<file path="src/hw/rtl/ccsm_pkg.sv">
`timescale 1ns / 1ps
// ----------------------------------------------------------------------------
// ccsm_pkg
// Shared types and character constants for the comment stripper and minifier.
// ----------------------------------------------------------------------------
package ccsm_pkg;

   localparam logic [7:0] CH_SLASH = 8'h2F;
   localparam logic [7:0] CH_STAR  = 8'h2A;
   localparam logic [7:0] CH_NL    = 8'h0A;
   localparam logic [7:0] CH_SP    = 8'h20;
   localparam logic [7:0] CH_TAB   = 8'h09;

   typedef struct packed {
      logic [7:0] in_byte;
      logic       in_last;
   } req_type;

   typedef struct packed {
      logic [7:0] out_byte;
      logic       out_valid;
      logic       out_last;
   } rsp_type;

   // classified transaction handed from the front end to the back end
   typedef struct packed {
      logic       pre_slash;
      logic       has_char;
      logic [7:0] chr;
      logic       last;
   } entry_type;

   typedef enum logic [1:0] {
      MODE_NORMAL = 2'd0,
      MODE_LINE   = 2'd1,
      MODE_BLOCK  = 2'd2
   } mode_type;

endpackage

</file>
<file path="src/hw/rtl/c_comment_strip_whitespace_minify.sv">
`timescale 1ns / 1ps
// ----------------------------------------------------------------------------
// c_comment_strip_whitespace_minify
// Strips C-style comments from a text byte stream and minifies whitespace.
// ----------------------------------------------------------------------------
// The front end takes one byte per cycle, strips // and /* */ comments and
// queues a classified transaction in a QUEUE_DEPTH-entry queue; it takes no
// byte while the queue is full. The back end gives at most one result per
// cycle into an output register while the queue holds an entry and the
// output is free: a held slash comes out before the byte that released it;
// a visible byte comes after its held newlines (at most NEWLINE_RUN_MAX),
// so the back-end sequencer sets the sustained rate while the queue lets the
// front keep accepting. Every text ends with one result carrying out_last, a
// bare end marker (out_valid low) when the final byte gives nothing.
module c_comment_strip_whitespace_minify import ccsm_pkg::*; #(
   parameter int NEWLINE_RUN_MAX = 16,
   parameter int QUEUE_DEPTH     = 4
) (
   input  logic    clock,
   input  logic    reset,
   input  logic    req_valid,
   output logic    req_ready,
   input  req_type req_data,
   output logic    rsp_valid,
   input  logic    rsp_ready,
   output rsp_type rsp_data
);

   entry_type front_entry, head_entry;
   logic      accept, full, head_valid, pop;

   assign req_ready = !full;
   assign accept    = req_valid && req_ready;

   ccsm_front u_front (
      .clock    (clock),
      .reset    (reset),
      .accept   (accept),
      .req_data (req_data),
      .entry    (front_entry)
   );

   ccsm_fifo #(
      .DEPTH (QUEUE_DEPTH)
   ) u_fifo (
      .clock      (clock),
      .reset      (reset),
      .push       (accept),
      .push_data  (front_entry),
      .full       (full),
      .pop        (pop),
      .head_valid (head_valid),
      .head_data  (head_entry)
   );

   ccsm_back #(
      .NEWLINE_RUN_MAX (NEWLINE_RUN_MAX)
   ) u_back (
      .clock      (clock),
      .reset      (reset),
      .head_valid (head_valid),
      .head_data  (head_entry),
      .pop        (pop),
      .rsp_valid  (rsp_valid),
      .rsp_ready  (rsp_ready),
      .rsp_data   (rsp_data)
   );

endmodule

</file>
<file path="src/hw/rtl/ccsm_front.sv">
`timescale 1ns / 1ps
// ----------------------------------------------------------------------------
// ccsm_front
// Comment stripper: tracks comment state and classifies each input byte.
// ----------------------------------------------------------------------------
module ccsm_front import ccsm_pkg::*; (
   input  logic      clock,
   input  logic      reset,
   input  logic      accept,
   input  req_type   req_data,
   output entry_type entry
);

   mode_type mode_ff, mode_in;
   logic     slash_held_ff, slash_held_in;
   logic     star_seen_ff, star_seen_in;
   logic [7:0] c;

   always_ff @(posedge clock) begin
      if (reset) begin
         mode_ff       <= MODE_NORMAL;
         slash_held_ff <= 1'b0;
         star_seen_ff  <= 1'b0;
      end else if (accept) begin
         mode_ff       <= mode_in;
         slash_held_ff <= slash_held_in;
         star_seen_ff  <= star_seen_in;
      end
   end

   always_comb begin
      c             = req_data.in_byte;
      mode_in       = mode_ff;
      slash_held_in = slash_held_ff;
      star_seen_in  = star_seen_ff;
      entry.pre_slash = 1'b0;
      entry.has_char  = 1'b0;
      entry.chr       = c;
      entry.last      = req_data.in_last;
      case (mode_ff)
         MODE_LINE: begin
            if (c == CH_NL) begin
               mode_in        = MODE_NORMAL;
               entry.has_char = 1'b1;
            end
         end
         MODE_BLOCK: begin
            if (star_seen_ff && c == CH_SLASH) begin
               mode_in      = MODE_NORMAL;
               star_seen_in = 1'b0;
            end else begin
               star_seen_in = (c == CH_STAR);
            end
         end
         default: begin
            if (slash_held_ff) begin
               slash_held_in = 1'b0;
               if (c == CH_SLASH) begin
                  mode_in = MODE_LINE;
               end else if (c == CH_STAR) begin
                  mode_in      = MODE_BLOCK;
                  star_seen_in = 1'b0;
               end else begin
                  entry.pre_slash = 1'b1;
                  entry.has_char  = 1'b1;
               end
            end else if (c == CH_SLASH) begin
               if (req_data.in_last) begin
                  entry.has_char = 1'b1;
               end else begin
                  slash_held_in = 1'b1;
               end
            end else begin
               entry.has_char = 1'b1;
            end
         end
      endcase
      // end of text returns to reset
      if (req_data.in_last) begin
         mode_in       = MODE_NORMAL;
         slash_held_in = 1'b0;
         star_seen_in  = 1'b0;
      end
   end

endmodule

</file>
<file path="src/hw/rtl/ccsm_fifo.sv">
`timescale 1ns / 1ps
// ----------------------------------------------------------------------------
// ccsm_fifo
// Short queue of classified transactions between front and back end.
// ----------------------------------------------------------------------------
module ccsm_fifo import ccsm_pkg::*; #(
   parameter int DEPTH = 4
) (
   input  logic      clock,
   input  logic      reset,
   input  logic      push,
   input  entry_type push_data,
   output logic      full,
   input  logic      pop,
   output logic      head_valid,
   output entry_type head_data
);

   localparam int PTR_W = (DEPTH > 1) ? $clog2(DEPTH) : 1;
   localparam int CNT_W = $clog2(DEPTH + 1);

   entry_type mem_ff [DEPTH];
   logic [PTR_W-1:0] wr_ptr_ff, rd_ptr_ff;
   logic [CNT_W-1:0] count_ff;
   logic do_push, do_pop;

   assign full       = (count_ff == CNT_W'(DEPTH));
   assign head_valid = (count_ff != '0);
   assign head_data  = mem_ff[rd_ptr_ff];
   assign do_push    = push && !full;
   assign do_pop     = pop && head_valid;

   always_ff @(posedge clock) begin
      if (do_push) begin
         mem_ff[wr_ptr_ff] <= push_data;
      end
   end

   always_ff @(posedge clock) begin
      if (reset) begin
         wr_ptr_ff <= '0;
         rd_ptr_ff <= '0;
         count_ff  <= '0;
      end else begin
         if (do_push) begin
            wr_ptr_ff <= (wr_ptr_ff == PTR_W'(DEPTH - 1)) ? '0 : wr_ptr_ff + 1'b1;
         end
         if (do_pop) begin
            rd_ptr_ff <= (rd_ptr_ff == PTR_W'(DEPTH - 1)) ? '0 : rd_ptr_ff + 1'b1;
         end
         if (do_push && !do_pop) begin
            count_ff <= count_ff + 1'b1;
         end else if (do_pop && !do_push) begin
            count_ff <= count_ff - 1'b1;
         end
      end
   end

endmodule

</file>
<file path="src/hw/rtl/ccsm_back.sv">
`timescale 1ns / 1ps
// ----------------------------------------------------------------------------
// ccsm_back
// Whitespace minifier: releases held newlines and spaces, at most one result a cycle when not stalled.
// ----------------------------------------------------------------------------
module ccsm_back import ccsm_pkg::*; #(
   parameter int NEWLINE_RUN_MAX = 16
) (
   input  logic      clock,
   input  logic      reset,
   input  logic      head_valid,
   input  entry_type head_data,
   output logic      pop,
   output logic      rsp_valid,
   input  logic      rsp_ready,
   output rsp_type   rsp_data
);

   localparam int NL_W = $clog2(NEWLINE_RUN_MAX + 1);

   logic            started_ff, started_in;
   logic            space_ff, space_in;
   logic [NL_W-1:0] nl_ff, nl_in;
   logic            step_ff, step_in;
   logic            rsp_valid_ff;
   rsp_type         rsp_ff;

   logic       out_free, go, emit;
   rsp_type    emit_data;
   logic       feed_is_slash, feed_valid, final_feed, is_nl, is_sp, chr_is_ws;
   logic [7:0] feed;

   assign out_free  = !rsp_valid_ff || rsp_ready;
   assign go        = head_valid && out_free;
   assign rsp_valid = rsp_valid_ff;
   assign rsp_data  = rsp_ff;

   always_comb begin
      feed_is_slash = head_data.pre_slash && !step_ff;
      feed_valid    = feed_is_slash || head_data.has_char;
      feed          = feed_is_slash ? CH_SLASH : head_data.chr;
      chr_is_ws     = (head_data.chr == CH_NL) || (head_data.chr == CH_SP) ||
                      (head_data.chr == CH_TAB);
      // a released slash is the text's last result when the byte after it is a blank that ends the text
      final_feed    = !feed_is_slash || !head_data.has_char ||
                      (head_data.last && chr_is_ws);
      is_nl         = (feed == CH_NL);
      is_sp         = (feed == CH_SP) || (feed == CH_TAB);
      started_in    = started_ff;
      space_in      = space_ff;
      nl_in         = nl_ff;
      step_in       = step_ff;
      pop           = 1'b0;
      emit          = 1'b0;
      emit_data.out_byte  = feed;
      emit_data.out_valid = 1'b1;
      emit_data.out_last  = 1'b0;
      if (go) begin
         if (!feed_valid || is_nl || is_sp) begin
            if (feed_valid && is_nl) begin
               if (started_ff && nl_ff < NL_W'(NEWLINE_RUN_MAX)) begin
                  nl_in = nl_ff + 1'b1;
               end
               space_in = 1'b0;
            end else if (feed_valid && is_sp) begin
               if (started_ff && nl_ff == '0) begin
                  space_in = 1'b1;
               end
            end
            pop     = 1'b1;
            step_in = 1'b0;
            if (head_data.last) begin
               // bare end marker when the text's last byte gave nothing
               if (!head_data.pre_slash) begin
                  emit                = 1'b1;
                  emit_data.out_byte  = '0;
                  emit_data.out_valid = 1'b0;
                  emit_data.out_last  = 1'b1;
               end
               started_in = 1'b0;
               space_in   = 1'b0;
               nl_in      = '0;
            end
         end else begin
            emit = 1'b1;
            if (started_ff && nl_ff != '0) begin
               emit_data.out_byte = CH_NL;
               nl_in              = nl_ff - 1'b1;
            end else if (started_ff && space_ff) begin
               emit_data.out_byte = CH_SP;
               space_in           = 1'b0;
            end else begin
               emit_data.out_last = head_data.last && final_feed;
               started_in         = 1'b1;
               if (final_feed) begin
                  pop     = 1'b1;
                  step_in = 1'b0;
                  if (head_data.last) begin
                     started_in = 1'b0;
                     space_in   = 1'b0;
                     nl_in      = '0;
                  end
               end else begin
                  step_in = 1'b1;
               end
            end
         end
      end
   end

   always_ff @(posedge clock) begin
      if (reset) begin
         started_ff   <= 1'b0;
         space_ff     <= 1'b0;
         nl_ff        <= '0;
         step_ff      <= 1'b0;
         rsp_valid_ff <= 1'b0;
      end else begin
         started_ff <= started_in;
         space_ff   <= space_in;
         nl_ff      <= nl_in;
         step_ff    <= step_in;
         if (emit) begin
            rsp_valid_ff <= 1'b1;
         end else if (rsp_ready) begin
            rsp_valid_ff <= 1'b0;
         end
      end
   end

   always_ff @(posedge clock) begin
      if (emit) begin
         rsp_ff <= emit_data;
      end
   end

endmodule

</file>
<file path="config.mk">
export PLATFORM = sky130hd
export DESIGN_NAME = c_comment_strip_whitespace_minify
export DESIGN_NICKNAME = d
export VERILOG_FILES = /design/src/hw/rtl/ccsm_pkg.sv /design/src/hw/rtl/c_comment_strip_whitespace_minify.sv /design/src/hw/rtl/ccsm_front.sv /design/src/hw/rtl/ccsm_fifo.sv /design/src/hw/rtl/ccsm_back.sv
export SDC_FILE = /design/constraint.sdc
export NUM_CORES = 1
export LEC_CHECK = 0
export ABC_AREA = 1
export BUFFER_PORTS_ARGS = -buffer_cell sky130_fd_sc_hd__buf_2
export CAP_MARGIN = 40
export CORE_UTILIZATION = 40
export DETAILED_ROUTE_END_ITERATION = 10
export HOLD_SLACK_MARGIN = 0.1
export PLACE_DENSITY = 0.6
export SYNTH_ARGS = -nofsm -noshare
export SYNTH_HDL_FRONTEND = slang
export SYNTH_SLANG_ARGS = --single-unit
</file>
<file path="constraint.sdc">
create_clock -name clock -period 2.9 [get_ports clock]
set_input_delay 0.145 -clock clock [delete_from_list [all_inputs] [get_ports clock]]
set_output_delay 0.145 -clock clock [all_outputs]
set_load 0.02 [all_outputs]
</file>
==> results by group, run 1 <==
Clocking
  – Total CTS buffers: 9
  – Clk sinks: 76
  – Clock slew at reported path FFs: 100 ps
  – CTS root buf: clkbuf_8
  – Clock Latency Late Sink: 350 ps
  – CTS tree: built
  – CTS Buffer Depth: 2
  – H-tree lvl count: 3

Timing
  – Setup ws final: 219 ps
  – Setup_tns: 0 ps
  – RSZ-0062 raised after global routing: no
  – Min Tclk post-route: 2680 ps
  – Final worst path period share: 0.924
  – Least-Margin Pin Slew: 487 ps
  – Fmax: 373 MHz
  – Setup violations, final: 0
  – Slew HR: 0.672
  – Count of pins over their slew limit: 0
  – WHS: 120 ps
  – Fin. Hold Viols: 0
  – Clk_skew: 13.1 ps

Synth
  – Synth Register Bits: 76
  – Synth Area in Compound Gates: 0.0614
  – Post-synthesis mux area share: 0
  – Top-area cell type share of the netlist area: 0.414
  – Synth Flop Type: edfxtp_1
  – Adder-Cell Fraction of Synth Area: 0.0371
  – Post-Syn Instances: 450
  – Yosys warns: 0
  – XOR/XNOR share of the synthesized area: 0.0134
  – Register area share after synthesis: 0.527
  – Post-Syn Nets: 474
  – Most common cell in the synthesized netlist: nand2_1
  – Library cells used by synthesis: 33
  – Async SR Flop Fraction: 0
  – Synth top area cells: edfxtp_1 (41%), nand2_1 (12%), dfxtp_1 (11%), nand3_1 (5.9%), inv_1 (4.9%)
  – Synth Area in Simple Gates: 0.290
  – Largest family of logic cells by synthesized area: simple AND/OR/NAND/NOR gates
  – Post-synth EDFFs: 54
  – Syn_area_per_cell: 8.70 um2
  – Most instantiated cells after synthesis: nand2_1 (125), edfxtp_1 (54), inv_1 (51)
  – Post-synth top area cell: edfxtp_1
  – Mapped Area: 3920 um2

Die
  – Die Width: 101 um
  – Die Y: 101 um
  – Die Area: 10200 um2
  – I/O pin total: 25
  – Initial core utilization: 0.418
  – CORE AREA: 9370 um2
  – Rows: 35

Setup path
  – Startpoint type of the worst setup path: flop
  – Crit Path Class: flop to flop
  – Critical path's most frequent cell: nand2_2
  – WP data required: 3150 ps
  – Critical Path AT: 2930 ps
  – Worst Setup End Kind: flop
  – Flop-to-flop setup slack: 220 ps
  – Critical path, cell by cell: clkinvlp_4, buf_4, nand3_1, nand2_2, inv_1, nand2_1, nand2_1, nor2_1, nand2_1, nand2_2, nand3_1, nand2_2, nand2_2, ha_1, inv_1, fa_1, a21oi_1, o21ai_0, o21ai_1, a21oi_1
  – Worst path max stage delay: 380 ps
  – CP Max Fanout: 6
  – CP max-delay cell: fa_1

Cells and area
  – Ant. Diodes: 0
  – Share of cells above drive strength 1: 0.201
  – Area growth syn-to-layout: 19.2%
  – Nets: 537

Job
  – Max cap viols: 0

Route
  – Post-route DRC: 0
  – DR top layer: met4
  – WL/cell: 12.5 um
  – Metal2 WL: 3850 um
  – Via count: 3097
  – ANT nets after route: 0
  – Sum of routed wire segments on met1: 3900 um
  – Met3 wire length: 253 um
  – 1st-pass router iterations: 4
  – 1st-iter DRT viols: 120
  – DRT Wirelength: 8090 um
  – Avg Vias per Cell: 4.79

Placement
  – Detailed Place HPWL: 5880 um
  – Input/output buffers: 24
  – Place WS: 163 ps
  – GP Congestion: 0.872

GRT
  – Vias in the first global route: 2854
  – Antenna violations before repair: 0
  – Pin count of the biggest net entering global routing: 17
  – Total grt overflow: 0
  – Tot GR Track Use: 0.172
  – First-pass GRT wire length: 13400 um

Power
  – Peak supply drop: 0.358 mV
  – Pwr/cell area: 1040 nW/um2
  – Static leakage: 0.00201 uW

Outcome
  – Status: completed

Min path
  – HP Class: primary input to flop
  – Hold wc startpoint: reset
critical path: cells and delay by family, from the launching register on:
kind            cells  cell delay (ps)
compound gates      4              450
fa+ha+maj           2              520
buf+inv             4              490
flops               1              360
simple gates       10              740
registers in the layout, indices dropped and copies added (netlist names), named ones only:
register and count:
u_back.nl_ff 5, u_back.rsp_data 10, u_back.rsp_valid 1, u_back.space_ff 1, u_back.started_ff 1, u_back.step_ff 1
u_fifo.count_ff 3, u_fifo.mem_ff 44, u_fifo.rd_ptr_ff 2, u_fifo.wr_ptr_ff 2, u_front.mode_ff 2, u_front.slash_held_ff 1
u_front.star_seen_ff 1
repair_timing:
action | 4_1_cts | 5_1_grt
setup buffers | 0 | 7
endpoints found under the hold margin | 36 | 0
hold buffers | 9 | 0
setup endpoints to repair | 0 | 2
gates resized for setup | 0 | 13
report_power, final:
part / internal [uW] / switching, uW / total [uW]
Clock: 422 / 451 / 873
Sequential: 1470 / 96.5 / 1570
Combinational: 874 / 1560 / 2430
stage by stage:
stage / utilization / total power, uW / std cells / instance area [um2]
final: 0.498 / 4870 / 647 / 4670
after global placement: 0.458 / 3880 / 615 / 4290
after CTS: 0.490 / 4800 / 640 / 4590
after global routing: 0.498 / 5300 / 647 / 4670
after detailed placement: 0.458 / 3910 / 615 / 4290
after floorplan: - / 3310 / 450 / 3920
area by class of cell:
| class | instances | area, um2 |
|---|---|---|
| inverter | 55 | 210 |
| timing repair buffer | 62 | 432 |
| clock inverter | 7 | 88.8 |
| sequential | 76 | 2060 |
| tap | 129 | 161 |
| multi-input combinational | 309 | 1590 |
| clock buffer | 9 | 124 |
| fill | 906 | 4700 |
cell families after synthesis:
logic type                 after synthesis
and+or+nand+nor                        249
AOI/OAI and AO/OA                       43
xor gates and xnor gates                 6
adders and majority gates               11
buffers and inverters                   65
DFF                                     76
worst paths after layout:
check | depth (start not counted) | endpoint
max | 20 | u_fifo.count_ff[2]
min | 2 | u_back.started_ff
max reg2reg | 20 | u_fifo.count_ff[2]
min reg2reg | 2 | u_back.step_ff
per-layer routing:
metal | track usage | vias up
li1 | - | 1606
met2 | 0.287 | 56
met1 | 0.222 | 1427
met5 | 0 | -
met4 | 0.0635 | 0
met3 | 0.0312 | 8
cells in the final DEF (no fill, tap or decap), types with 2 or more instances in the layout:
cell | Yosys | final
a211oi_1 | 2 | 2
a21oi_1 | 20 | 20
buf_2 | 4 | 24
buf_4 | 2 | 28
clkbuf_8 | 0 | 9
clkinvlp_4 | 0 | 2
dfxtp_1 | 22 | 20
dfxtp_2 | 0 | 2
dlygate4sd3_1 | 0 | 9
edfxtp_1 | 54 | 54
ha_1 | 10 | 10
inv_1 | 51 | 50
inv_2 | 4 | 4
inv_6 | 0 | 2
inv_8 | 0 | 3
nand2_1 | 125 | 121
nand2_2 | 9 | 13
nand3_1 | 46 | 46
nand3_2 | 5 | 5
nand3_4 | 2 | 2
nand4_1 | 8 | 8
nor2_1 | 44 | 43
nor2_2 | 1 | 2
nor2_4 | 4 | 4
nor3_1 | 3 | 3
o21ai_0 | 14 | 12
o21ai_1 | 2 | 4
xor2_1 | 5 | 5
Note: power is estimated with default switching activity, not from simulation.
==> run 2, diff against run 1 <==
- RECOVER_POWER: unset -> 100
==> run 2 against run 1 <==
- non-clock buffer count is the same
- sequential power hardly changed
- fmax fell by 1.1%
- register-to-register slack worse by 30 ps
- routed wire length is 1.1% higher
- clock power about the same
- clock skew fell by 0.59 ps
- power fell by 2.1%
- highest routed layer unchanged
==> results by group, run 2 (synthesized netlist as in run 1, its figures left out) <==
Power
  – Peak supply drop: 0.357 mV
  – Pwr/cell area: 1040 nW/um2
  – Static leakage: 0.00193 uW

Setup path
  – Critical Path AT: 2970 ps
  – WP data required: 3150 ps
  – Flop-to-flop setup slack: 190 ps
  – Startpoint type of the worst setup path: flop
  – CP Max Fanout: 6
  – Crit Path Class: flop to flop
  – Worst Setup End Kind: flop

Min path
  – HP Class: primary input to flop
  – Hold wc startpoint: reset

Route
  – ANT nets after route: 0
  – Post-route DRC: 0
  – 1st-iter DRT viols: 129
  – WL/cell: 12.6 um
  – Via count: 3117
  – Avg Vias per Cell: 4.82
  – 1st-pass router iterations: 4
  – DRT Wirelength: 8180 um

Outcome
  – Status: completed

Timing
  – WHS: 116 ps
  – Fin. Hold Viols: 0
  – Slew HR: 0.486
  – Count of pins over their slew limit: 0
  – Min Tclk post-route: 2710 ps
  – Setup violations, final: 0
  – Final worst path period share: 0.935
  – Fmax: 369 MHz
  – Least-Margin Pin Slew: 772 ps
  – Clk_skew: 12.6 ps
  – Setup_tns: 0 ps
  – RSZ-0062 raised after global routing: no

Cells and area
  – Area of the multi-input gates: 1550 um2
  – Nets: 537
  – Ant. Diodes: 0
  – Fillers: 926
  – Area growth syn-to-layout: 17.0%
  – Number of flip-flops in the largest register: 44
  – Register area: 2060 um2
  – Share of cells above drive strength 1: 0.133
  – Most frequent cells in the layout: nand2_1 (126), edfxtp_1 (54), inv_1 (52), nand3_1 (47), nor2_1 (44)
  – Most flop-heavy register: u_fifo.mem_ff
  – Most common cell after layout, fill and taps aside: nand2_1

Job
  – Max cap viols: 0

Die
  – Initial core utilization: 0.418
  – Die Area: 10200 um2
  – Die Width: 101 um
  – Die Y: 101 um
  – CORE AREA: 9370 um2
  – I/O pin total: 25
  – Rows: 35

Clocking
  – Clock slew at reported path FFs: 90 ps
  – CTS root buf: clkbuf_8
  – CTS Buffer Depth: 2
  – CTS tree: built
  – H-tree lvl count: 3
  – Clock Latency Late Sink: 360 ps
  – Clk sinks: 76
  – Total CTS buffers: 9

GRT
  – GR peak layer: met2
  – GR Layer Usage met2: 0.287
  – Met1 usage: 0.222
  – Tot GR Track Use: 0.172
  – First-pass GRT wire length: 13400 um
  – Pin count of the biggest net entering global routing: 17
  – Vias in the first global route: 2854
  – GRT met3 Usage: 0.0312
  – Antenna violations before repair: 0
  – Total grt overflow: 0

Placement
  – GP Congestion: 0.872
  – Input/output buffers: 24
  – Detailed Place HPWL: 5880 um
run 2: cell count changes in the layout (fill, tap and decap cells not counted), sizes merged:
cell and change:
clkbuf +29, buf -29
run 2: routing by layer:
metal  share of wire  routed length (um)
met2            0.47                3850
met1            0.47                3870
met4           0.014                 118
met5               0                   0
met3           0.043                 349
run 2: area by class of cell:
cell class,count,area share
Sequential cell,76,0.451
Inverter,55,0.0459
Clock inverter,7,0.0194
Clock buffer,9,0.0270
Multi-Input combinational cell,309,0.338
Tap cell,129,0.0352
Timing Repair Buffer,62,0.0839
run 2: report_power, final:
| group | switching (uW) | internal, uW | leakage [uW] | total [uW] |
|---|---|---|---|---|
| registers | 99.1 | 1470 | 0.000674 | 1570 |
| logic | 1520 | 799 | 0.00115 | 2320 |
| clock network | 452 | 422 | 0.000106 | 874 |
| total | 2070 | 2690 | 0.00193 | 4770 |
run 2: final timing paths:
| kind | cells past startpoint | endpoint |
|---|---|---|
| setup / recovery | 18 | u_fifo.count_ff[1] |
| hold / removal | 2 | u_back.started_ff |
| setup reg to reg | 18 | u_fifo.count_ff[1] |
| hold reg to reg | 2 | u_back.step_ff |
run 2: per-stage QoR:
step,total power [uW],util,area [um2],cells,worst slack [ps]
after CTS,4800,0.490,4590,640,139
after detailed placement,3910,0.458,4290,615,163
final,4770,0.489,4580,647,189
after floorplan,3310,-,3920,450,315
after global placement,3880,0.458,4290,615,248
after global routing,5190,0.489,4580,647,14.0
run 2: worst max-delay path: stages (launching register included):
cell	delay [ps]
dfxtp_2	360
clkinvlp_4	150
buf_4	190
clkbuf_4	130
nand3_1	70
nand2_1	110
nor2_1	130
nand2_1	50
nor2_1	90
nand2_1	90
nand2_1	90
nand3_1	80
nand2_2	100
nand2_2	70
ha_1	210
inv_1	90
fa_1	420
o21ai_1	130
a21oi_1	50
run 2: what timing repair did:
action | 4_1_cts | 5_1_grt
endpoints found under the hold margin | 36 | 0
setup buffers | 0 | 7
hold buffers | 9 | 0
resized for setup | 0 | 13
setup endpoints to repair | 0 | 2
==> run 3, diff against run 2 <==
- clock period: 2.9 -> 3.2 ns (I/O delays scaled with it)
==> run 3 against run 2 <==
- global-route usage decreased by 0.67 points
- non-clock buffer count is 19 lower
- clock skew shrank 2.0 ps
- combinational power is 18% lower
- die area stayed put
- power fell by 15%
- first-iteration DRC count fell by 6.2%
- sequential power decreased by 9.6%
- flip-flop and latch count unchanged
- worst setup slack improved by 110 ps
- critical path type unchanged
==> results by group, run 3 (synthesized netlist as in run 1, its figures left out) <==
Outcome
  – Status: completed

Clocking
  – CTS Buffer Depth: 2
  – H-tree lvl count: 3
  – Clock slew at reported path FFs: 80 ps
  – Clk sinks: 76
  – Clock Latency Late Sink: 350 ps
  – Postcts setup bufs: 0
  – Total CTS buffers: 9
  – CTS root buf: clkbuf_8
  – CTS tree: built

Die
  – Die Width: 101 um
  – CORE AREA: 9370 um2
  – I/O pin total: 25
  – Die Area: 10200 um2
  – Initial core utilization: 0.418
  – Rows: 35
  – Die Y: 101 um

Cells and area
  – Number of flip-flops in the largest register: 44
  – Most frequent cells in the layout: nand2_1 (130), edfxtp_1 (54), inv_1 (52), nand3_1 (49), nor2_1 (45)
  – Area growth syn-to-layout: 12.3%
  – Post-layout instance count excluding filler cells: 628
  – Ant. Diodes: 0
  – Nets: 518
  – Most flop-heavy register: u_fifo.mem_ff
  – Most common cell after layout, fill and taps aside: nand2_1
  – Share of cells above drive strength 1: 0.0782

Setup path
  – WP data required: 3440 ps
  – Crit Path Class: flop to flop
  – Startpoint type of the worst setup path: flop
  – Critical Path AT: 3140 ps
  – Flop-to-flop setup slack: 300 ps
  – FF-to-FF path depth: 19
  – Critical Path End: u_fifo.count_ff[2]
  – Worst Setup End Kind: flop
  – CP Max Fanout: 8
  – Worst r2r dst: u_fifo.count_ff[2]

Timing
  – Fin. Hold Viols: 0
  – Setup ws final: 299 ps
  – Fmax: 345 MHz
  – Clk_skew: 10.5 ps
  – Final worst path period share: 0.907
  – RSZ-0062 raised after global routing: no
  – Count of pins over their slew limit: 0
  – Setup_tns: 0 ps
  – Min Tclk post-route: 2900 ps
  – Slew HR: 0.488
  – Least-Margin Pin Slew: 768 ps
  – Setup violations, final: 0

Route
  – 1st-iter DRT viols: 121
  – Via count: 3056
  – WL/cell: 12.4 um
  – Post-route DRC: 0
  – ANT nets after route: 0
  – 1st-pass router iterations: 5
  – Avg Vias per Cell: 4.87
  – DRT Wirelength: 7820 um

GRT
  – Total grt overflow: 0
  – Pin count of the biggest net entering global routing: 23
  – Tot GR Track Use: 0.165
  – Antenna violations before repair: 0
  – Vias in the first global route: 2790
  – First-pass GRT wire length: 12800 um

Placement
  – GP Congestion: 0.859
  – Place WS: 210 ps
  – Placed insts: 603
  – Detailed Place HPWL: 5680 um
  – Input/output buffers: 24

Power
  – Peak supply drop: 0.382 mV
  – Static leakage: 0.00183 uW
  – Total power: 4050 uW
  – Pwr/cell area: 920 nW/um2

Min path
  – HP Class: primary input to flop

Job
  – Max cap viols: 0
==> run 3: changes by cell type in the layout (fill, tap and decap cells not counted), sizes merged <==
cell / before / now
inv: 59 / 56
buf: 24 / 8
clkbuf: 38 / 35
clkinvlp: 2 / 0
clkinv: 0 / 5
==> run 3: what timing repair did <==
item	4_1_cts	5_1_grt
endpoints found under the hold margin	36	0
setup endpoints to repair	0	1
hold buffers	9	0
gates resized for setup	0	6
==> run 3: per-stage QoR <==
stage | hold slack (ps) | cell area [um2] | util
floorplan | 259 | 3920 | -
global placement | 393 | 4200 | 0.448
detailed placement | 393 | 4200 | 0.448
CTS | 114 | 4490 | 0.479
global route | 125 | 4400 | 0.469
finish | 123 | 4400 | 0.469
==> run 3: critical path: stages (launching register included) <==
cell and delay, ps:
dfxtp_1 320, inv_1 170, buf_4 200, nand3_1 80, nand2_1 210, nor2_1 80
nand2_1 60, nor2_1 40, nand2_1 100, nand2_1 110, nand3_1 90, nand2_1 90
nand2_1 120, ha_1 160, inv_1 70, fa_1 380, a21oi_1 170, o21ai_0 120
o21ai_0 160, a21oi_1 50
==> run 3: layout make-up <==
cell class                 count  area (um2)
clock inverter                 7        73.8
clock buffer                   9         124
sequential                    76        2060
timing repair buffer          43         244
tap                          129         161
inverter                      55         211
multi-input combinational    309        1520
fill                         914        4970
==> run 3: worst min path at each step <==
stage / startpoint / end / cells past startpoint
floorplan: req_data[0] / u_fifo.mem_ff[0][0] / 0
global placement: req_data[8] / u_fifo.mem_ff[1][8] / 1
detailed placement: req_data[8] / u_fifo.mem_ff[3][8] / 1
CTS: reset / u_back.started_ff / 2
global route: reset / u_front.mode_ff[1] / 2
finish: reset / u_back.started_ff / 2
==> run 3: per-layer routing <==
metal / up-vias / global-route usage / wire (um)
li1: 1571 / - / -
met1: 1408 / 0.204 / 3580
met2: 67 / 0.279 / 3800
met3: 10 / 0.0416 / 321
met4: 0 / 0.0580 / 118
met5: - / 0 / 0
==> run 3: power breakdown <==
| part | switching (uW) | internal [uW] |
|---|---|---|
| clock network | 362 | 364 |
| registers | 90.2 | 1330 |
| logic | 1310 | 583 |
| total | 1770 | 2280 |
